<file path="src/rtl/core/target_rate_limiter_mtf_core_defines.svh">
// ----------------------------------------------------------------------------
// Target rate limiter assertion macros
// Shared concurrent assertion forms; they compile to nothing under SYNTH.
// ----------------------------------------------------------------------------
`ifndef TARGET_RATE_LIMITER_MTF_CORE_DEFINES_SVH
`define TARGET_RATE_LIMITER_MTF_CORE_DEFINES_SVH

`ifndef SYNTH

// ante implies cons in the same cycle
`define TRLM_ASSERT_IMPL(lbl, clk, rst, ante, cons) \
   lbl: assert property (@(posedge clk) disable iff (rst) (ante) |-> (cons)) \
      else $error("trlm: same-cycle check failed");

// ante implies cons in the next cycle
`define TRLM_ASSERT_NEXT(lbl, clk, rst, ante, cons) \
   lbl: assert property (@(posedge clk) disable iff (rst) (ante) |=> (cons)) \
      else $error("trlm: next-cycle check failed");

// expr holds at every edge outside reset
`define TRLM_ASSERT_ALWAYS(lbl, clk, rst, expr) \
   lbl: assert property (@(posedge clk) disable iff (rst) (expr)) \
      else $error("trlm: invariant failed");

`else

`define TRLM_ASSERT_IMPL(lbl, clk, rst, ante, cons)
`define TRLM_ASSERT_NEXT(lbl, clk, rst, ante, cons)
`define TRLM_ASSERT_ALWAYS(lbl, clk, rst, expr)

`endif

`endif

</file>
<file path="src/rtl/core/trlm_pkg.sv">
// ----------------------------------------------------------------------------
// Target rate limiter package
// Payload types, controller command bundle, register codes and the hash.
// ----------------------------------------------------------------------------
`default_nettype none

package trlm_pkg;

   localparam int LIST_DEPTH_DEF = 20;
   localparam int HASH_W         = 8;
   localparam int TIME_W         = 32;
   localparam int PERIOD_W       = 16;
   localparam int MAXT_W         = 5;
   localparam int ADDR_W         = 64;
   localparam int CSR_DATA_W     = 16;
   localparam int CSR_IDX_W      = 1;

   // register indexes
   localparam logic [CSR_IDX_W-1:0] REG_MAX_TARGETS = 1'd0;
   localparam logic [CSR_IDX_W-1:0] REG_PERIOD      = 1'd1;

   // seconds added to the next-allowed time on a refusal
   localparam logic [TIME_W-1:0] PENALTY = 32'd2;

   typedef struct packed {
      logic [ADDR_W-1:0] target_address;
      logic [TIME_W-1:0] now_seconds;
      logic              immune;
   } req_type;

   typedef struct packed {
      logic              exceeded;
      logic [TIME_W-1:0] wait_seconds;
   } rsp_type;

   // controller to datapath commands
   typedef struct packed {
      logic load_req;
      logic calc;
      logic commit;
   } ctl_cmd_type;

   // 8-bit target hash: ((addr >> 17) ^ (addr >> 9)) low byte
   function automatic logic [HASH_W-1:0] target_hash(input logic [ADDR_W-1:0] addr);
      target_hash = addr[24:17] ^ addr[16:9];
   endfunction

endpackage

`default_nettype wire

</file>
<file path="src/rtl/core/trlm_ctrl.sv">
// ----------------------------------------------------------------------------
// Target rate limiter controller
// Sequences capture, compare/multiply and commit for one request at a time.
// ----------------------------------------------------------------------------
`default_nettype none
`include "target_rate_limiter_mtf_core_defines.svh"

module trlm_ctrl (
   input  wire logic                 clock,
   input  wire logic                 reset,
   input  wire logic                 req_valid,
   output logic                      req_ready,
   output logic                      rsp_valid,
   input  wire logic                 rsp_ready,
   output trlm_pkg::ctl_cmd_type     cmd
);

   localparam logic [1:0] ST_IDLE = 2'd0;
   localparam logic [1:0] ST_CALC = 2'd1;
   localparam logic [1:0] ST_UPD  = 2'd2;

   logic [1:0] state_ff, state_in;
   logic       rsp_valid_ff, rsp_valid_in;
   logic       slot_free;

   assign slot_free    = !rsp_valid_ff || rsp_ready;
   assign req_ready    = (state_ff == ST_IDLE);
   assign rsp_valid    = rsp_valid_ff;

   // next state and commands
   always_comb begin
      state_in     = state_ff;
      cmd.load_req = 1'b0;
      cmd.calc     = 1'b0;
      cmd.commit   = 1'b0;
      unique case (state_ff)
         ST_IDLE: begin
            if (req_valid) begin
               cmd.load_req = 1'b1;
               state_in     = ST_CALC;
            end
         end
         ST_CALC: begin
            cmd.calc = 1'b1;
            state_in = ST_UPD;
         end
         ST_UPD: begin
            if (slot_free) begin
               cmd.commit = 1'b1;
               state_in   = ST_IDLE;
            end
         end
         default: state_in = ST_IDLE;
      endcase
   end

   // response slot
   always_comb begin
      priority if (cmd.commit) begin
         rsp_valid_in = 1'b1;
      end else if (rsp_ready) begin
         rsp_valid_in = 1'b0;
      end else begin
         rsp_valid_in = rsp_valid_ff;
      end
   end

   always_ff @(posedge clock) begin
      if (reset) begin
         state_ff     <= ST_IDLE;
         rsp_valid_ff <= 1'b0;
      end else begin
         state_ff     <= state_in;
         rsp_valid_ff <= rsp_valid_in;
      end
   end

   // checks
   `TRLM_ASSERT_IMPL(a_commit_slot_free, clock, reset, cmd.commit, slot_free)
   `TRLM_ASSERT_NEXT(a_accept_to_calc, clock, reset, req_valid && req_ready, state_ff == ST_CALC)
   `TRLM_ASSERT_NEXT(a_commit_shows_rsp, clock, reset, cmd.commit, rsp_valid_ff)
   `TRLM_ASSERT_ALWAYS(a_cmd_onehot, clock, reset, $onehot0({cmd.load_req, cmd.calc, cmd.commit}))

endmodule

`default_nettype wire

</file>
<file path="src/rtl/core/trlm_dp.sv">
// ----------------------------------------------------------------------------
// Target rate limiter datapath
// Config registers, move-to-front hash list, next-allowed time, response.
// ----------------------------------------------------------------------------
`default_nettype none

module trlm_dp #(
   parameter int LIST_DEPTH = trlm_pkg::LIST_DEPTH_DEF
) (
   input  wire logic                              clock,
   input  wire logic                              reset,
   input  wire logic                              csr_wr_en,
   input  wire logic [trlm_pkg::CSR_IDX_W-1:0]    csr_index,
   input  wire logic [trlm_pkg::CSR_DATA_W-1:0]   csr_wdata,
   input  wire trlm_pkg::req_type                 req_payload,
   input  wire trlm_pkg::ctl_cmd_type             cmd,
   output trlm_pkg::rsp_type                      rsp_payload
);

   localparam int LIM_W  = $clog2(LIST_DEPTH + 1);
   localparam int SPAN_W = LIM_W + trlm_pkg::PERIOD_W;
   localparam int TW     = trlm_pkg::TIME_W;
   localparam int HW     = trlm_pkg::HASH_W;

   // config
   logic [trlm_pkg::MAXT_W-1:0]   maxt_ff;
   logic [trlm_pkg::PERIOD_W-1:0] period_ff;

   // state
   logic [HW-1:0] list_ff [LIST_DEPTH];
   logic [HW-1:0] list_in [LIST_DEPTH];
   logic [TW-1:0] nat_ff, nat_in;

   // captured request
   logic [HW-1:0] hash_ff;
   logic [TW-1:0] now_ff;
   logic          immune_ff;

   // compare/multiply stage
   logic                  front_hit_ff, front_hit_in;
   logic [LIST_DEPTH-1:0] match_ff, match_in;
   logic [LIM_W-1:0]      lim_ff, lim_in;
   logic [SPAN_W-1:0]     span_ff, span_in;
   logic [SPAN_W-1:0]     back_ff, back_in;

   // commit decisions
   logic                  no_change, hit, refuse, insert, catch_up;
   logic [LIST_DEPTH-1:0] shift_en;
   logic [TW-1:0]         nat_pen, nat_base;
   trlm_pkg::rsp_type     rsp_ff, rsp_in;

   // config writes
   always_ff @(posedge clock) begin
      if (reset) begin
         maxt_ff   <= '0;
         period_ff <= '0;
      end else if (csr_wr_en) begin
         unique case (csr_index)
            trlm_pkg::REG_MAX_TARGETS: maxt_ff   <= csr_wdata[trlm_pkg::MAXT_W-1:0];
            trlm_pkg::REG_PERIOD:      period_ff <= csr_wdata[trlm_pkg::PERIOD_W-1:0];
            default: ;
         endcase
      end
   end

   // request capture
   always_ff @(posedge clock) begin
      if (cmd.load_req) begin
         hash_ff   <= trlm_pkg::target_hash(req_payload.target_address);
         now_ff    <= req_payload.now_seconds;
         immune_ff <= req_payload.immune;
      end
   end

   // parallel compare, clamp and products
   always_comb begin
      if (int'(maxt_ff) > LIST_DEPTH) begin
         lim_in = LIM_W'(LIST_DEPTH);
      end else begin
         lim_in = LIM_W'(maxt_ff);
      end
      front_hit_in = (list_ff[0] == hash_ff);
      match_in     = '0;
      for (int i = 1; i < LIST_DEPTH; i++) begin
         match_in[i] = (list_ff[i] == hash_ff) && (i < int'(lim_in));
      end
      span_in = SPAN_W'(lim_in) * SPAN_W'(period_ff);
      if (lim_in == '0) begin
         back_in = '0;
      end else begin
         back_in = SPAN_W'(lim_in - LIM_W'(1)) * SPAN_W'(period_ff);
      end
   end

   always_ff @(posedge clock) begin
      if (cmd.calc) begin
         front_hit_ff <= front_hit_in;
         match_ff     <= match_in;
         lim_ff       <= lim_in;
         span_ff      <= span_in;
         back_ff      <= back_in;
      end
   end

   // commit: classify the request
   always_comb begin
      no_change = immune_ff || front_hit_ff || (lim_ff == '0);
      hit       = !no_change && (|match_ff);
      refuse    = !no_change && !hit && (now_ff < nat_ff);
      insert    = !no_change && !hit && !refuse;
      catch_up  = {1'b0, now_ff} > ({1'b0, nat_ff} + (TW + 1)'(span_ff));
      nat_pen   = nat_ff + trlm_pkg::PENALTY;
      nat_base  = catch_up ? (now_ff - TW'(back_ff)) : nat_ff;
   end

   // shift enables: up to the first match on a hit, through the active part on insert
   always_comb begin
      shift_en = '0;
      for (int k = 1; k < LIST_DEPTH; k++) begin
         if (hit) begin
            shift_en[k] = !(|(match_ff & ({LIST_DEPTH{1'b1}} >> (LIST_DEPTH - k))));
         end else begin
            shift_en[k] = insert && (k < int'(lim_ff));
         end
      end
   end

   // next list, time and response
   always_comb begin
      for (int k = 0; k < LIST_DEPTH; k++) begin
         list_in[k] = list_ff[k];
      end
      nat_in = nat_ff;
      if (hit || insert) begin
         list_in[0] = hash_ff;
         for (int k = 1; k < LIST_DEPTH; k++) begin
            if (shift_en[k]) begin
               list_in[k] = list_ff[k-1];
            end
         end
      end
      if (refuse) begin
         nat_in = nat_pen;
      end else if (insert) begin
         nat_in = nat_base + TW'(period_ff);
      end
      rsp_in.exceeded     = refuse;
      rsp_in.wait_seconds = refuse ? (nat_pen - now_ff) : '0;
   end

   always_ff @(posedge clock) begin
      if (reset) begin
         for (int k = 0; k < LIST_DEPTH; k++) begin
            list_ff[k] <= '0;
         end
         nat_ff <= '0;
      end else if (cmd.commit) begin
         for (int k = 0; k < LIST_DEPTH; k++) begin
            list_ff[k] <= list_in[k];
         end
         nat_ff <= nat_in;
      end
   end

   always_ff @(posedge clock) begin
      if (cmd.commit) begin
         rsp_ff <= rsp_in;
      end
   end

   assign rsp_payload = rsp_ff;

endmodule

`default_nettype wire

</file>
<file path="src/rtl/core/target_rate_limiter_mtf_core.sv">
// ----------------------------------------------------------------------------
// Target rate limiter core
// Per-sender distinct-target limit over a move-to-front list of target hashes.
// ----------------------------------------------------------------------------
// Each request passes capture, list compare and period multiply, then commit;
//   the next is taken only after commit, which waits while a finished response
//   is not taken. The response is registered at commit.
// Reset: synchronous, clears the hash list, next-allowed time and config registers.
// A new request is taken while the previous response still waits.
`default_nettype none

module target_rate_limiter_mtf_core #(
   parameter int LIST_DEPTH = trlm_pkg::LIST_DEPTH_DEF
) (
   input  wire logic                              clock,
   input  wire logic                              reset,
   input  wire logic                              req_valid,
   output logic                                   req_ready,
   input  wire trlm_pkg::req_type                 req_payload,
   output logic                                   rsp_valid,
   input  wire logic                              rsp_ready,
   output trlm_pkg::rsp_type                      rsp_payload,
   input  wire logic                              csr_wr_en,
   input  wire logic [trlm_pkg::CSR_IDX_W-1:0]    csr_index,
   input  wire logic [trlm_pkg::CSR_DATA_W-1:0]   csr_wdata
);

   trlm_pkg::ctl_cmd_type cmd;

   // sequencing
   trlm_ctrl u_ctrl (
      .clock     (clock),
      .reset     (reset),
      .req_valid (req_valid),
      .req_ready (req_ready),
      .rsp_valid (rsp_valid),
      .rsp_ready (rsp_ready),
      .cmd       (cmd)
   );

   // list, time and response
   trlm_dp #(
      .LIST_DEPTH (LIST_DEPTH)
   ) u_dp (
      .clock       (clock),
      .reset       (reset),
      .csr_wr_en   (csr_wr_en),
      .csr_index   (csr_index),
      .csr_wdata   (csr_wdata),
      .req_payload (req_payload),
      .cmd         (cmd),
      .rsp_payload (rsp_payload)
   );

endmodule

`default_nettype wire

</file>
<file path="config.mk">
export PLATFORM = sky130hd
export DESIGN_NAME = target_rate_limiter_mtf_core
export DESIGN_NICKNAME = d
export VERILOG_FILES = /design/src/rtl/core/trlm_pkg.sv /design/src/rtl/core/trlm_ctrl.sv /design/src/rtl/core/trlm_dp.sv /design/src/rtl/core/target_rate_limiter_mtf_core.sv
export VERILOG_INCLUDE_DIRS = /design/src /design/src/rtl/core
export SDC_FILE = /design/constraint.sdc
export NUM_CORES = 1
export LEC_CHECK = 0
export BUFFER_PORTS_ARGS = -buffer_cell sky130_fd_sc_hd__buf_2
export CORE_ASPECT_RATIO = 0.8
export CORE_UTILIZATION = 46
export CTS_CLUSTER_DIAMETER = 30
export DETAILED_ROUTE_END_ITERATION = 6
export SKIP_LAST_GASP = 1
export SLEW_MARGIN = 20
export SYNTH_ARGS = -nofsm -noshare
export SYNTH_HDL_FRONTEND = slang
export SYNTH_SLANG_ARGS = --single-unit
</file>
<file path="constraint.sdc">
create_clock -name clock -period 17.8 [get_ports clock]
set_clock_uncertainty 0.05 [all_clocks]
set_input_delay 0 -clock clock [delete_from_list [all_inputs] [get_ports clock]]
set_output_delay 0 -clock clock [all_outputs]
set_load 0.02 [all_outputs]
</file>
==> results of run 1 <==
-- placed cells by master, fill, tap and decap left out, types with 22 or more instances in the layout --
cell | Yosys | routed
dlygate4sd3_1 | 0 | 71
edfxtp_1 | 301 | 301
nor2_1 | 182 | 180
nand2_1 | 228 | 228
and3_1 | 42 | 42
buf_4 | 1 | 35
dfxtp_1 | 56 | 56
a21o_1 | 71 | 71
xnor2_1 | 249 | 248
xor2_1 | 100 | 99
nand4_1 | 56 | 56
fa_1 | 162 | 162
and2_1 | 214 | 213
buf_2 | 6 | 105
a21oi_1 | 157 | 157
nor4_1 | 31 | 30
a31oi_1 | 27 | 27
o21ai_0 | 90 | 89
nor3_1 | 63 | 63
a211oi_1 | 22 | 22
inv_1 | 319 | 319
nor2b_1 | 47 | 46
o21a_1 | 30 | 30
ha_1 | 240 | 240
clkbuf_16 | 0 | 84
nand3_1 | 55 | 54
-- worst max-delay path, delay by kind of cell (launching register included) --
family	cells	cell delay (ns)
compound gates	20	5.24
simple gates	8	2.10
fa+ha+maj	3	0.94
buf+inv	2	0.51
flops	1	0.45
xor+xnor	1	0.11
-- kinds of logic (layout without fill, tap and decap cells) --
group | after synthesis | count (layout) | share of synthesized area (%)
AO/OA/AOI/OAI | 524 | 524 | 11.6
XOR/XNOR | 349 | 349 | 10.2
adder cells (fa/ha/maj) | 402 | 402 | 20.9
buffers and inverters | 457 | 684 | 5.79
flip-flops | 357 | 357 | 33.9
multiplexers | 16 | 16 | 0.572
AND/OR/NAND/NOR | 988 | 988 | 17.1
-- through the flow --
stage                     hold WS [ns]  instance area, um^2  setup slack, ns  power [uW]
final                           0.0528                34800             8.28        3290
after global routing            0.0355                34800             7.69        3450
after CTS                       0.0158                34800             8.48        3300
after detailed placement         0.128                31300             8.51        1770
after global placement           0.127                31300             8.68        1750
after floorplan                 0.0489                29900             9.25        1570
-- per-layer routing --
layer / share of wire (%) / global-route usage (%) / wire length, um
met5: 0.012 / 0 / 10
met4: 2.7 / 7.93 / 2150
met1: 47 / 35.2 / 37900
met3: 6.6 / 4.53 / 5330
met2: 44 / 38.4 / 35600
-- power by group --
group	leakage, uW	internal (uW)	total [uW]	switching [uW]
sequential	0.00341	958	998	39.8
clock	0.00131	1010	1500	492
combinational	0.0100	317	785	468
-- flip-flops by register name, summed over array words and instances (netlist names), 8 cells and up --
name              cells
u_dp.hash_ff          8
u_dp.list_ff        160
u_dp.nat_ff          32
u_dp.back_ff         21
u_dp.period_ff       16
u_dp.now_ff          32
u_dp.span_ff         21
u_dp.match_ff        19
u_dp.rsp_payload     33
-- worst paths after layout --
path	cells past startpoint	to	slack, ns
max reg2reg	34	u_dp.nat_ff[25]$_SDFFE_PP0P_	8.28
min reg2reg	2	u_dp.nat_ff[13]$_SDFFE_PP0P_	0.46
max	34	u_dp.nat_ff[25]$_SDFFE_PP0P_	8.28
min	2	u_dp.now_ff[2]$_DFFE_PP_	0.05
-- cell type report --
class | instances | area share [%]
well taps | 850 | 3.06
multi-input cells | 2279 | 52.0
flip-flops and latches | 357 | 29.2
inverters | 323 | 3.48
clock buffers | 93 | 6.16
clock inverters | 56 | 1.79
repair buffers | 212 | 4.34
-- synth_stat cells, types with 4 or more instances --
cell type  instances
nor3b_1            5
edfxtp_1         301
xor2_1           100
o21a_1            30
inv_1            319
nand4_1           56
nor3_1            63
o311ai_0           5
a31oi_1           27
o21bai_1          18
a41oi_1            4
a211oi_1          22
buf_2              6
a311oi_1           5
nor4_1            31
or2_2              6
o21ai_1            4
or3_1             16
a21oi_1          157
nand2b_1          18
nor2_1           182
o31ai_1            6
a21o_1            71
clkbuf_1         105
o22ai_1            6
buf_1             21
a211oi_2           4
nand3_1           55
nor2b_1           47
o21ai_0           90
and2_1           214
nand2_1          228
xnor2_1          249
ha_1             240
and3_1            42
fa_1             162
a22oi_1            4
dfxtp_1           56
o211ai_1          18
a211o_1            6
mux2i_1           12
a21boi_0           8
==> impl_metrics.ini, run 1 <==
[global_routing]
grt_usage_pct = 24.9
grt_pass1_vias = 23209
overflow = 0
grt_antenna_before_repair = 2
grt_pass1_wl_mm = 128
grt_max_degree = 156

[die]
row_count = 83
dieHeight_um = 230
coreArea_mm2 = 0.0643
die_area_mm2 = 0.0661
initial_utilization_pct = 46.6
ios = 154
die_w_um = 287

[finish]
syn_to_final_growth_pct = 16.3
multi_input_area_mm2 = 0.0181
nets = 3776
drive_gt1_share_pct = 9.64
stdcell_count = 4170
antenna_cells = 0
final_core_util_pct = 54.2
fillers = 5632
regArea_mm2 = 0.0102

[clock_tree]
clk_pin_slew_ns = 0.05
post_cts_buffers = 0
worstSkewPairLatency_ns = 0.61
post_cts_resized = 0
clock-sinks = 357
holdBufCountCts = 71
numCtsBuffers = 82
cts_root_buf = clkbuf_16
cts_buffer_depth = 3
cts_tree = done
cts_htree_levels = 3

[min_path]
hold_class = in -> reg
min_from = req_payload[3]

[sta]
hold_violations = 0
max_slew_margin_pct = 20.2
min_period_over_period_pct = 53.5
post-route-min-period_ns = 9.52
setup_viol = 0
worst_pin_slew_ns = 1.20
rsz0062_at_grt = no
report.final.slew_viol_count = 0
fmax_mhz = 105
tns_ns = 0

[synthesis]
netlist_area_mm2 = 0.0299
synth_nets = 3614
synth_warnings = 0
syn_inst = 3093
synth.area.top_cells = edfxtp_1, fa_1, ha_1
synth_ff_type = edfxtp_1
ys_seq_elements = 357
ys_seq_area_share_pct = 33.9
ys_async_sr_fraction_pct = 0
yosysTopAreaCell = edfxtp_1
syn_area_per_cell_um2 = 9.68
yosysTopAreaCellShare_pct = 30.2
synth-edff-count = 301
synth_cell_type_count = 91

[critical_path]
slowest_delay_ns = 0.63
crit_start = u_dp.span_ff[1]$_DFFE_PN_
slowest_stage = a2111oi_0
path_class = reg -> reg
cp.arrival_ns = 9.98
critPathCaptureType = register
required_ns = 18.26
path_max_fanout = 32
critPathLaunchType = register
crit_top_cell = a21o_1
r2r-start = u_dp.span_ff[1]$_DFFE_PN_

[power_and_ir_drop]
ir_drop_uv = 65.2
power-per-cell-area_mw_per_mm2 = 94.4
power.leakage_uw = 0.0147

[place]
routabilityCongestion = 0.915
dpl.hpwl_mm = 59.5
dp_cells = 3950
port_buffers = 105

[job]
drv_cap = 0

[detailed_routing]
routed_wl_mm = 81.0
num_vias = 23117
wire_per_inst_um = 19.4
viasPerCell = 5.54
detail-route-antenna-nets = 0
drt_iter0_drc = 1874
drc = 0
firstDrtPassIters = 5

[outcome]
status = finished, final reports clean
(Power assumes the default switching activity.)
==> run 2: changes to the inputs <==
--- a/config.mk
+++ b/config.mk
@@ -11,6 +11,7 @@
 export CORE_UTILIZATION = 46
 export CTS_CLUSTER_DIAMETER = 30
 export DETAILED_ROUTE_END_ITERATION = 6
+export PLACE_DENSITY = 0.65
 export SKIP_LAST_GASP = 1
 export SLEW_MARGIN = 20
 export SYNTH_ARGS = -nofsm -noshare
==> constraint.sdc (replaced) <==
create_clock -name clock -period 7.9 [get_ports clock]
set_clock_uncertainty 0.05 [all_clocks]
set_input_delay 0 -clock clock [delete_from_list [all_inputs] [get_ports clock]]
set_output_delay 0 -clock clock [all_outputs]
set_load 0.02 [all_outputs]
==> run 2 against run 1 <==
The run now ends with design-rule violations left; largest cell class unchanged; worst setup slack got worse by 8.0 ns; power up 130%; clock power increased by 120%; non-clock buffer count rose by 45; register-to-register slack worse by 8.0 ns; critical path depth is 4 higher; worst hold slack worse by 0.013 ns; combinational power rose by 140%; sequential cell count is the same.
==> impl_metrics.ini, run 2 (synthesis results as in run 1) <==
[clock_tree]
cts_tree = done
cts_root_buf = clkbuf_16
worstSkewPairLatency_ns = 0.64
clock-sinks = 357
numCtsBuffers = 80
cts_htree_levels = 3
clk_pin_slew_ns = 0.04
cts_buffer_depth = 3

[detailed_routing]
detail-route-antenna-nets = 0
firstDrtPassIters = 7
wire_per_inst_um = 19.6
routed_wl_mm = 82.6
drc = 2
drt_iter0_drc = 2222
num_vias = 23420
viasPerCell = 5.56

[min_path]
whs_path_depth = 2
min_from = req_payload[21]
holdPathEnd = u_dp.now_ff[20]$_DFFE_PP_
hold_class = in -> reg

[die]
coreArea_mm2 = 0.0643
ios = 154
dieHeight_um = 230
initial_utilization_pct = 46.6
row_count = 83
die_area_mm2 = 0.0661
die_w_um = 287

[place]
routabilityCongestion = 1.03
port_buffers = 105
postPlaceCellArea_mm2 = 0.0316
dpl.hpwl_mm = 60.8
dp_cells = 3983

[critical_path]
slowest_stage = edfxtp_1
required_ns = 8.34
r2r_end = u_dp.nat_ff[17]$_SDFFE_PP0P_
path_max_fanout = 14
critPathLaunchType = register
path_class = reg -> reg
rr_worst_depth = 38
r2r-start = u_dp.span_ff[1]$_DFFE_PN_
critPathCaptureType = register
slowest_delay_ns = 0.41
r2r_setup_slack_ns = 0.26
cp.arrival_ns = 8.08

[finish]
stdcell_count = 4214
fillers = 5515
largest_reg_flops = 160
nets = 3819
final_common_cell = inv_1
top_register = u_dp.list_ff
drive_gt1_share_pct = 11.2
final_cell_mix = inv_1, edfxtp_1, xnor2_1
syn_to_final_growth_pct = 17.9
final_cell_area_mm2 = 0.0353

[sta]
worst_pin_slew_ns = 1.08
report.final.slew_viol_count = 0
post-route-min-period_ns = 7.64
setup_viol = 0
max_slew_margin_pct = 28.3
hold_violations = 0
hold_slack_ns = 0.0400
min_period_over_period_pct = 96.7
tns_ns = 0
rsz0062_at_grt = yes
fmax_mhz = 131

[global_routing]
grt_antenna_before_repair = 4
grt_max_degree = 91
grt_pass1_wl_mm = 131
grt_pass1_vias = 23627
grt_usage_pct = 25.4
overflow = 0

[power_and_ir_drop]
ir_drop_uv = 151
total_power_uw = 7450
power.leakage_uw = 0.0150
power-per-cell-area_mw_per_mm2 = 211

[outcome]
status = finished with violations
violations = design-rule violations

[job]
drv_cap = 0
-- run 2: final cells by class --
cell class,count,area [um^2],share of cell area (%)
Antenna cell,1,2.50,0.00709
Clock buffer,95,2070,5.86
Clock inverter,52,688,1.95
Inverter,323,1210,3.43
Multi-Input combinational cell,2279,18300,51.7
Sequential cell,357,10200,28.8
Tap cell,850,1060,3.01
Timing Repair Buffer,257,1860,5.26
-- run 2: per-stage QoR --
stage / worst slack [ns] / utilization, %
floorplan: 0.0384 / -
finish: 0.263 / 54.9
global placement: 0.203 / 49.1
detailed placement: -0.0526 / 49.1
global route: -0.0735 / 54.9
CTS: 0.00862 / 54.5
-- run 2: where the power goes --
| group | switching (uW) | internal [uW] | leakage (uW) | total [uW] |
|---|---|---|---|---|
| combinational | 1140 | 735 | 0.0103 | 1880 |
| clock | 1140 | 2190 | 0.00128 | 3320 |
| sequential | 86.7 | 2160 | 0.00341 | 2250 |
| total | 2360 | 5080 | 0.0150 | 7450 |
-- run 2: per-layer routing --
layer	global-route usage [%]	up-vias	wire length [um]
met1	35.2	11386	37300
met4	7.78	4	2000
li1	-	11041	-
met2	39.4	848	36800
met3	5.39	141	6450
met5	0	-	20
-- run 2: worst max-delay path by stage --
stage	slack (ns)	depth (start not counted)	end	from
after floorplan	0.04	41	u_dp.nat_ff[24]$_SDFFE_PP0P_	u_dp.span_ff[1]$_DFFE_PN_
after global placement	0.20	35	u_dp.nat_ff[25]$_SDFFE_PP0P_	u_dp.span_ff[1]$_DFFE_PN_
after detailed placement	-0.05	36	u_dp.nat_ff[24]$_SDFFE_PP0P_	u_dp.span_ff[1]$_DFFE_PN_
after CTS	0.009	36	u_dp.nat_ff[24]$_SDFFE_PP0P_	u_dp.span_ff[1]$_DFFE_PN_
after global routing	-0.07	38	u_dp.nat_ff[17]$_SDFFE_PP0P_	u_dp.span_ff[1]$_DFFE_PN_
final	0.26	38	u_dp.nat_ff[17]$_SDFFE_PP0P_	u_dp.span_ff[1]$_DFFE_PN_
-- run 2: repair_timing --
| item | CTS | global route |
|---|---|---|
| pin swaps | 1 | 19 |
| endpoints found under the hold margin | 73 | 15 |
| gates resized for setup | 2 | 31 |
| buffers inserted | 1 | 11 |
| setup endpoints to repair | 9 | 20 |
| hold buffers | 69 | 1 |
-- run 2: critical path, delay by kind of cell, from the launching register on --
kind | cells | cell delay (ns)
AOI/OAI and AO/OA | 20 | 3.90
xor gates and xnor gates | 2 | 0.21
DFF | 1 | 0.41
buffers and inverters | 5 | 0.81
adders and majority gates | 3 | 0.91
and+or+nand+nor | 8 | 1.21
